--- config.mk ---
export PLATFORM = sky130hd
export DESIGN_NAME = simple_tlv_serial_extractor_top
export DESIGN_NICKNAME = d
export VERILOG_FILES = /design/src/rtl/core/stex_pkg.sv /design/src/rtl/core/simple_tlv_serial_extractor_top.sv /design/src/rtl/core/stex_front.sv /design/src/rtl/core/stex_queue.sv /design/src/rtl/core/stex_back.sv
export SDC_FILE = /design/constraint.sdc
export NUM_CORES = 1
export LEC_CHECK = 0
export ABC_AREA = 1
export BUFFER_PORTS_ARGS = -buffer_cell sky130_fd_sc_hd__buf_4
export CORE_MARGIN = 3
export CORE_UTILIZATION = 40
export CTS_CLUSTER_DIAMETER = 40
export DETAILED_ROUTE_END_ITERATION = 8
export PLACE_DENSITY = 0.68
export SLEW_MARGIN = 20
export SYNTH_ARGS = -nofsm -noshare
export SYNTH_HDL_FRONTEND = slang
export SYNTH_SLANG_ARGS = --single-unit
--- constraint.sdc ---
create_clock -name clk -period 2.8 [get_ports clk]
set_input_delay 0.28 -clock clk [delete_from_list [all_inputs] [get_ports clk]]
set_output_delay 0.28 -clock clk [all_outputs]
set_load 0.03 [all_outputs]
--- src/rtl/core/stex_pkg.sv ---
// Shared types, constants and helpers for the simple-TLV serial extractor.
// No dependencies.
package stex_pkg;

	// Parser phase of the front end
	typedef enum logic [2:0] {
		PH_TAG,
		PH_LEN,
		PH_LENHI,
		PH_LENLO,
		PH_SKIP,
		PH_VALUE,
		PH_DONE
	} phase_t;

	// Final status codes
	localparam logic [1:0] ST_OK       = 2'd0;
	localparam logic [1:0] ST_NOTFOUND = 2'd1;
	localparam logic [1:0] ST_OVERRUN  = 2'd2;
	localparam logic [1:0] ST_EMPTY    = 2'd3;

	localparam logic [7:0] TAG_RESET = 8'h5A;
	localparam logic [7:0] LEN_EXT   = 8'hFF;
	localparam logic [15:0] LEN_THIRTEEN = 16'd13;

	// Queue between front and back
	localparam int QDEPTH = 4;
	localparam int QPTR_W = $clog2(QDEPTH);
	localparam int QCNT_W = $clog2(QDEPTH + 1);

	// Emission steps of one command: six prefix chars, two hex chars, status
	typedef logic [3:0] step_t;
	localparam step_t STEP_PFX0 = 4'd0;
	localparam step_t STEP_PFX1 = 4'd1;
	localparam step_t STEP_PFX5 = 4'd5;
	localparam step_t STEP_HI   = 4'd6;
	localparam step_t STEP_LO   = 4'd7;
	localparam step_t STEP_ST   = 4'd8;

	localparam logic [7:0] CHAR_F = 8'h46;
	localparam logic [7:0] CHAR_0 = 8'h30;

	// Work for the back end produced by one input byte
	typedef struct packed {
		logic       pfx;     // emit FF0000 first
		logic       hex;     // emit two hex chars of data
		logic       has_st;  // close with a status result
		logic [1:0] st;
		logic [7:0] data;
	} cmd_t;

	function automatic logic [7:0] hex_char(input logic [3:0] nib);
		logic [7:0] r;
		if (nib < 4'd10) r = 8'h30 + {4'h0, nib};
		else r = 8'h37 + {4'h0, nib};
		return r;
	endfunction

endpackage

--- src/rtl/core/simple_tlv_serial_extractor_top.sv ---
// Simple-TLV serial extractor: accepts one file byte per beat, emits hex chars of
// the matching record's value and one closing status beat per run.
// A taken byte is stored in the queue, then in the back end's command and output registers.
// Throughput is set by the back end: one result beat per cycle unless out_ready stalls.
// The front end takes a byte every cycle while the 4-entry queue has room.
// Reset: arst_n clears all control state, target_tag returns to 0x5A.
module simple_tlv_serial_extractor_top (
	input  logic       clk,
	input  logic       arst_n,
	input  logic       cfg_we,
	input  logic [7:0] cfg_wdata,
	input  logic       in_valid,
	output logic       in_ready,
	input  logic [7:0] in_byte,
	input  logic       last_byte,
	output logic       out_valid,
	input  logic       out_ready,
	output logic       is_status,
	output logic [7:0] out_char,
	output logic [1:0] status,
	output logic       last_result
);

	logic push_valid, push_ready, pop_valid, pop_ready;
	stex_pkg::cmd_t push_data, pop_data;

	stex_front u_front (
		.clk        (clk),
		.arst_n     (arst_n),
		.cfg_we     (cfg_we),
		.cfg_wdata  (cfg_wdata),
		.in_valid   (in_valid),
		.in_ready   (in_ready),
		.in_byte    (in_byte),
		.last_byte  (last_byte),
		.push_valid (push_valid),
		.push_ready (push_ready),
		.push_data  (push_data)
	);

	stex_queue u_queue (
		.clk        (clk),
		.arst_n     (arst_n),
		.push_valid (push_valid),
		.push_ready (push_ready),
		.push_data  (push_data),
		.pop_valid  (pop_valid),
		.pop_ready  (pop_ready),
		.pop_data   (pop_data)
	);

	stex_back u_back (
		.clk         (clk),
		.arst_n      (arst_n),
		.pop_valid   (pop_valid),
		.pop_ready   (pop_ready),
		.pop_data    (pop_data),
		.out_valid   (out_valid),
		.out_ready   (out_ready),
		.is_status   (is_status),
		.out_char    (out_char),
		.status      (status),
		.last_result (last_result)
	);

endmodule

--- src/rtl/core/stex_front.sv ---
// Front end: TLV header walker and classifier, one byte per beat.
// Depends on stex_pkg.
module stex_front (
	input  logic               clk,
	input  logic               arst_n,
	input  logic               cfg_we,
	input  logic [7:0]         cfg_wdata,
	input  logic               in_valid,
	output logic               in_ready,
	input  logic [7:0]         in_byte,
	input  logic               last_byte,
	output logic               push_valid,
	input  logic               push_ready,
	output stex_pkg::cmd_t     push_data
);

	stex_pkg::phase_t phase_q, phase_d;
	logic [15:0] rem_q, rem_d, rem_v;
	logic        matched_q, matched_d;
	logic [7:0]  lenhi_q, lenhi_d;
	logic        thirteen_q, thirteen_d;
	logic        first_q, first_d;
	logic [7:0]  target_tag_q;
	logic        hdr_go, push, accept;
	stex_pkg::cmd_t cmd;

	assign in_ready = push_ready;
	assign accept = in_valid && in_ready;
	assign push_valid = accept && push;
	assign push_data = cmd;

	always_comb begin
		phase_d = phase_q;
		rem_d = rem_q;
		rem_v = rem_q;
		matched_d = matched_q;
		lenhi_d = lenhi_q;
		thirteen_d = thirteen_q;
		first_d = first_q;
		hdr_go = 1'b0;
		push = 1'b0;
		cmd = '0;
		cmd.data = in_byte;
		case (phase_q)
			stex_pkg::PH_TAG: begin
				matched_d = (in_byte == target_tag_q);
				if (last_byte) begin
					push = 1'b1; cmd.has_st = 1'b1; cmd.st = stex_pkg::ST_NOTFOUND;
				end else phase_d = stex_pkg::PH_LEN;
			end
			stex_pkg::PH_LEN: begin
				if (in_byte == stex_pkg::LEN_EXT) begin
					if (last_byte) begin
						push = 1'b1; cmd.has_st = 1'b1; cmd.st = stex_pkg::ST_NOTFOUND;
					end else phase_d = stex_pkg::PH_LENHI;
				end else begin
					rem_v = {8'h00, in_byte};
					rem_d = rem_v;
					hdr_go = 1'b1;
				end
			end
			stex_pkg::PH_LENHI: begin
				lenhi_d = in_byte;
				if (last_byte) begin
					push = 1'b1; cmd.has_st = 1'b1; cmd.st = stex_pkg::ST_NOTFOUND;
				end else phase_d = stex_pkg::PH_LENLO;
			end
			stex_pkg::PH_LENLO: begin
				rem_v = {lenhi_q, in_byte};
				rem_d = rem_v;
				hdr_go = 1'b1;
			end
			stex_pkg::PH_SKIP: begin
				rem_v = rem_q - 16'd1;
				rem_d = rem_v;
				if (last_byte) begin
					push = 1'b1; cmd.has_st = 1'b1; cmd.st = stex_pkg::ST_NOTFOUND;
				end else if (rem_v == 16'd0) phase_d = stex_pkg::PH_TAG;
			end
			stex_pkg::PH_VALUE: begin
				push = 1'b1;
				cmd.hex = 1'b1;
				cmd.pfx = first_q && (in_byte == 8'hFF);
				first_d = 1'b0;
				rem_v = rem_q - 16'd1;
				rem_d = rem_v;
				if (rem_v == 16'd0) begin
					cmd.has_st = 1'b1; cmd.st = stex_pkg::ST_OK;
				end else if (last_byte) begin
					cmd.has_st = 1'b1;
					// declared 13 with one byte missing still counts as ok
					cmd.st = (thirteen_q && rem_v == 16'd1) ? stex_pkg::ST_OK
						: stex_pkg::ST_OVERRUN;
				end
			end
			stex_pkg::PH_DONE: begin
				if (last_byte) phase_d = stex_pkg::PH_TAG;
			end
			default: phase_d = stex_pkg::PH_TAG;
		endcase

		// header complete: decide between value, skip and early status
		if (hdr_go) begin
			if (matched_q) begin
				if (rem_v == 16'd0) begin
					push = 1'b1; cmd.has_st = 1'b1; cmd.st = stex_pkg::ST_EMPTY;
				end else if (last_byte) begin
					push = 1'b1; cmd.has_st = 1'b1; cmd.st = stex_pkg::ST_OVERRUN;
				end else begin
					thirteen_d = (rem_v == stex_pkg::LEN_THIRTEEN);
					first_d = 1'b1;
					phase_d = stex_pkg::PH_VALUE;
				end
			end else if (last_byte) begin
				push = 1'b1; cmd.has_st = 1'b1; cmd.st = stex_pkg::ST_NOTFOUND;
			end else begin
				phase_d = (rem_v == 16'd0) ? stex_pkg::PH_TAG : stex_pkg::PH_SKIP;
			end
		end

		// any status ends the run
		if (cmd.has_st) phase_d = last_byte ? stex_pkg::PH_TAG : stex_pkg::PH_DONE;
	end

	always_ff @(posedge clk or negedge arst_n) begin
		if (!arst_n) begin
			phase_q <= stex_pkg::PH_TAG;
			rem_q <= '0;
			matched_q <= 1'b0;
			lenhi_q <= '0;
			thirteen_q <= 1'b0;
			first_q <= 1'b1;
			target_tag_q <= stex_pkg::TAG_RESET;
		end else begin
			if (cfg_we) target_tag_q <= cfg_wdata;
			if (accept) begin
				phase_q <= phase_d;
				rem_q <= rem_d;
				matched_q <= matched_d;
				lenhi_q <= lenhi_d;
				thirteen_q <= thirteen_d;
				first_q <= first_d;
			end
		end
	end

endmodule

--- src/rtl/core/stex_queue.sv ---
// Short command queue between front and back end.
// Depends on stex_pkg.
module stex_queue (
	input  logic           clk,
	input  logic           arst_n,
	input  logic           push_valid,
	output logic           push_ready,
	input  stex_pkg::cmd_t push_data,
	output logic           pop_valid,
	input  logic           pop_ready,
	output stex_pkg::cmd_t pop_data
);

	stex_pkg::cmd_t mem_q [stex_pkg::QDEPTH];
	logic [stex_pkg::QPTR_W-1:0] wr_ptr_q, rd_ptr_q;
	logic [stex_pkg::QCNT_W-1:0] cnt_q;
	logic do_push, do_pop;

	assign push_ready = (cnt_q != stex_pkg::QCNT_W'(stex_pkg::QDEPTH));
	assign pop_valid = (cnt_q != '0);
	assign pop_data = mem_q[rd_ptr_q];
	assign do_push = push_valid && push_ready;
	assign do_pop = pop_valid && pop_ready;

	always_ff @(posedge clk) begin
		if (do_push) mem_q[wr_ptr_q] <= push_data;
	end

	always_ff @(posedge clk or negedge arst_n) begin
		if (!arst_n) begin
			wr_ptr_q <= '0;
			rd_ptr_q <= '0;
			cnt_q <= '0;
		end else begin
			if (do_push) wr_ptr_q <= wr_ptr_q + 1'b1;
			if (do_pop) rd_ptr_q <= rd_ptr_q + 1'b1;
			if (do_push && !do_pop) cnt_q <= cnt_q + 1'b1;
			else if (!do_push && do_pop) cnt_q <= cnt_q - 1'b1;
		end
	end

endmodule

--- src/rtl/core/stex_back.sv ---
// Back end: expands queued commands into result beats, one per cycle while out_ready
// allows, into a registered output stage. Depends on stex_pkg.
module stex_back (
	input  logic           clk,
	input  logic           arst_n,
	input  logic           pop_valid,
	output logic           pop_ready,
	input  stex_pkg::cmd_t pop_data,
	output logic           out_valid,
	input  logic           out_ready,
	output logic           is_status,
	output logic [7:0]     out_char,
	output logic [1:0]     status,
	output logic           last_result
);

	stex_pkg::cmd_t cmd_q;
	stex_pkg::step_t step_q, step_next, step_start;
	logic busy_q, out_valid_q, advance, last_step;
	logic is_status_q, last_result_q;
	logic [7:0] char_q, char_d;
	logic [1:0] status_q;

	assign advance = busy_q && (!out_valid_q || out_ready);
	assign last_step = (step_q == stex_pkg::STEP_ST) ||
		(step_q == stex_pkg::STEP_LO && !cmd_q.has_st);
	// next command is loaded on the same edge the current one finishes
	assign pop_ready = !busy_q || (advance && last_step);

	always_comb begin
		if (pop_data.pfx) step_start = stex_pkg::STEP_PFX0;
		else if (pop_data.hex) step_start = stex_pkg::STEP_HI;
		else step_start = stex_pkg::STEP_ST;

		step_next = step_q + 4'd1;

		case (step_q)
			stex_pkg::STEP_PFX0, stex_pkg::STEP_PFX1: char_d = stex_pkg::CHAR_F;
			stex_pkg::STEP_HI: char_d = stex_pkg::hex_char(cmd_q.data[7:4]);
			stex_pkg::STEP_LO: char_d = stex_pkg::hex_char(cmd_q.data[3:0]);
			stex_pkg::STEP_ST: char_d = 8'h00;
			default: char_d = stex_pkg::CHAR_0;
		endcase
	end

	always_ff @(posedge clk) begin
		if (pop_valid && pop_ready) cmd_q <= pop_data;
		if (advance) begin
			char_q <= char_d;
			is_status_q <= (step_q == stex_pkg::STEP_ST);
			last_result_q <= (step_q == stex_pkg::STEP_ST);
			status_q <= (step_q == stex_pkg::STEP_ST) ? cmd_q.st : stex_pkg::ST_OK;
		end
	end

	always_ff @(posedge clk or negedge arst_n) begin
		if (!arst_n) begin
			busy_q <= 1'b0;
			step_q <= stex_pkg::STEP_PFX0;
			out_valid_q <= 1'b0;
		end else begin
			if (pop_valid && pop_ready) begin
				busy_q <= 1'b1;
				step_q <= step_start;
			end else if (advance) begin
				if (last_step) busy_q <= 1'b0;
				step_q <= step_next;
			end
			if (advance) out_valid_q <= 1'b1;
			else if (out_ready) out_valid_q <= 1'b0;
		end
	end

	assign out_valid = out_valid_q;
	assign is_status = is_status_q;
	assign out_char = char_q;
	assign status = status_q;
	assign last_result = last_result_q;

endmodule

==> flow_metrics.env <==
export IMPL_status="finished with violations"
export IMPL_violations="setup timing"
export IMPL_crit_path_max_fanout=6
export IMPL_cts_buffers=17
export IMPL_crit_type="reg -> reg"
export IMPL_setup_slack_ns=-0.352
export IMPL_synth_nets=760
export IMPL_drt_first_iter_violations=412
export IMPL_io_pins=36
export IMPL_drt_pass1_iter_count=6
export IMPL_post_synth_top_count_cell="nand2_1"
export IMPL_rows=45
export IMPL_hpwl_mm=11.1
export IMPL_power_density_nw_per_um2=1150
export IMPL_slew_violations=0
export IMPL_drt_total_wl_mm=17.2
export IMPL_nNetsFinal=944
export IMPL_fp_coreArea_um2=15500
export IMPL_synth_area_um2=6430
export IMPL_crit_family="simple AND/OR/NAND/NOR gates"
export IMPL_n_antenna_cell=0
export IMPL_hp_class="in -> reg"
export IMPL_synth_seq_cells=124
export IMPL_final_seq_area_um2=3480
export IMPL_finalSetupViolCount=55
export IMPL_cts_clk_slew_worst_paths_ns=0.06
export IMPL_yosysTopAreaCell="edfxtp_1"
export IMPL_area_growth_pct=37.8
export IMPL_max_stage_delay_ns=0.41
export IMPL_cts_tree="built"
export IMPL_final_area_um2=8870
export IMPL_max_freq_mhz=317
export IMPL_io_buffer_count=34
export IMPL_die_w_um=133
export IMPL_synth_commonest_cells="nand2_1, nor2_1, inv_1"
export IMPL_multi_input_area_um2=2790
export IMPL_synth_avg_cell_area_um2=8.90
export IMPL_clk_latency_ns=0.42
export IMPL_synthFlopType="edfxtp_1"
export IMPL_dr_total_vias=5858
export IMPL_cp_data_arrival_time_ns=3.46
export IMPL_place_congestion=0.913
export IMPL_tightest_slew_ns=0.735
export IMPL_grt_pass1_vias=5780
export IMPL_power_leakage_nw=3.95
export IMPL_cts_buffer_depth=2
export IMPL_cts_sinks=124
export IMPL_fillers=1278
export IMPL_place_area_um2=7680
export IMPL_finalCritPeriodShare_pct=113
export IMPL_yosys_top_cells_area="edfxtp_1, dfrtp_1, nand2_1, o21ai_0, nor2_1"
export IMPL_synth_top_area_share_pct=34.1
export IMPL_drive_gt1_share_pct=32.8
export IMPL_peakVddDrop_mv=0.682
export IMPL_seq_area_frac_synth_pct=54.0
export IMPL_syn_inst=723
export IMPL_fp_dieArea_um2=17600
export IMPL_grt_max_degree=52
export IMPL_grt_usage_pct=19.8
export IMPL_timing_hold_ws_ns=0.0749
export IMPL_min_period_ns=3.15
export IMPL_async_flop_share_pct=41.1
export IMPL_wire_per_inst_um=15.2
export IMPL_detail_route_antenna_nets=0
export IMPL_synth_edf_count=73
export IMPL_crit_top_cell="nand2_2"
export IMPL_yosysWarnings=0
export IMPL_cp_data_required_time_ns=3.11
export IMPL_fin_skew_ns=0.00879
export IMPL_endpoint_kind="flop"
export IMPL_initial_core_util_pct=41.6
export IMPL_htree_levels=4
export IMPL_antenna_found_initial=0
export IMPL_grt_pass1_wl_mm=27.9
export IMPL_grt_overflow_total=0
export IMPL_hold_viol=0
export IMPL_maxCapViolCount=0
export IMPL_post_drt_via_cell_ratio=5.18
export IMPL_timing_slew_headroom_pct=51.0
export IMPL_post_place_ws_ns=-0.311
export IMPL_start_kind="flop"
export IMPL_worst_path_buf_inv=4
export IMPL_drc=0
export IMPL_crit_path_top_delay_cell="dfrtp_1"
export IMPL_grt_setup_unrepaired="true"
export IMPL_clock_root_buffer="clkbuf_16"
export IMPL_synth_distinct_cells=42
export IMPL_dieHeight_um=133
[sequential cells by signal, indices dropped and copies added, names as in the netlist, 2 cells and up]
register              count
u_front.lenhi_q           8
u_queue.rd_ptr_q          2
u_queue.wr_ptr_q          2
u_queue.mem_q            52
u_back.out_char           7
u_queue.cnt_q             3
u_back.step_q             4
u_front.phase_q           3
u_front.target_tag_q      8
u_front.rem_q            16
u_back.cmd_q             11
u_back.status             2
[kinds of logic (layout without fill, tap and decap cells)]
family | count (synthesis) | after routing | share of synthesized area, %
AND/OR/NAND/NOR | 335 | 335 | 22.7
AO/OA/AOI/OAI | 124 | 124 | 10.5
flip-flops | 124 | 124 | 54.0
buffers and inverters | 102 | 299 | 6.38
adder cells (fa/ha/maj) | 15 | 15 | 3.03
XOR/XNOR | 15 | 15 | 2.04
multiplexers | 7 | 7 | 1.23
other | 1 | 1 | 0.0583
[worst reg2reg max path: stages, from the launching register on]
cell and delay (ns):
dfrtp_1 0.41, buf_6 0.14, nor2_4 0.11, nand2_2 0.09, nor2_4 0.22, buf_6 0.14, nand2_2 0.04, nand2_1 0.05
nand2_1 0.07, nand2_1 0.09, nand2_2 0.08, nor2_2 0.15, nand2_2 0.09, nor2_4 0.14, nand2_2 0.09, nand2_4 0.08
nand2_4 0.06, nand2_4 0.06, nand2_4 0.05, clkinv_4 0.05, ha_4 0.12, inv_4 0.04, fa_2 0.34, a21oi_2 0.14
o21ai_1 0.08, xnor2_1 0.12
[timing repair]
action                     CTS  global route
setup buffers               50             8
hold buffers                 1             0
resized for setup           30            43
pin swaps                   22            21
setup endpoints to repair   34            57
hold endpoints to repair    46             0
[cells in the final DEF (no fill, tap or decap), types with 17 or more instances in the layout]
cell type  count
dfrtp_1       43
nand2_1      153
a21oi_1       19
buf_4        173
inv_1         74
edfxtp_1      73
nor2_1        74
nand3_1       26
clkbuf_16     17
o21ai_0       69
[worst paths after layout]
path / to / slack (ns) / start / cells after the start
worst max-delay path: u_queue.cnt_q[2] / -0.35 / u_front.rem_q[1] / 25
worst min-delay path: u_front.target_tag_q[7] / 0.07 / cfg_wdata[7] / 3
worst max register to register: u_queue.cnt_q[2] / -0.35 / u_front.rem_q[1] / 25
worst min register to register: u_front.first_q / 0.48 / u_front.first_q / 2
max in group asynchronous: u_front.phase_q[2] / 1.81 / arst_n / 2
min in group asynchronous: u_front.rem_q[14] / 0.46 / arst_n / 2
[through the flow]
step                      total power [mW]  instances  util (%)  TNS [ns]
final                                 10.2       1131      57.3     -5.05
after global placement                6.86       1046      49.6    -0.956
after global routing                  10.8       1131      57.3    -12.10
after CTS                             9.71       1129      56.2    -0.301
after detailed placement              6.89       1046      49.6    -0.908
after floorplan                       5.19        723         -   -0.0498
[area by class of cell]
| cell class | count | share of cell area [%] |
|---|---|---|
| multi-input cells | 497 | 31.4 |
| flip-flops and latches | 124 | 39.2 |
| clock buffers | 19 | 4.88 |
| inverters | 83 | 3.71 |
| well taps | 211 | 2.98 |
| repair buffers | 184 | 16.5 |
| clock inverters | 13 | 1.26 |
[per-layer routing]
layer | up-vias | global-route usage (%) | wire length (µm)
met4 | 0 | 9.93 | 701
met5 | - | 0 | 0
met3 | 61 | 4.83 | 1050
li1 | 2786 | - | -
met1 | 2769 | 23.6 | 6960
met2 | 242 | 33.4 | 8530
[power by group]
group          internal [mW]  switching [mW]  total [mW]  leakage, nW
clock network           1.15           0.864        2.02        0.258
registers               2.49           0.329        2.82         1.30
logic                   2.47            2.88        5.35         2.40
(Power assumes the default switching activity.)
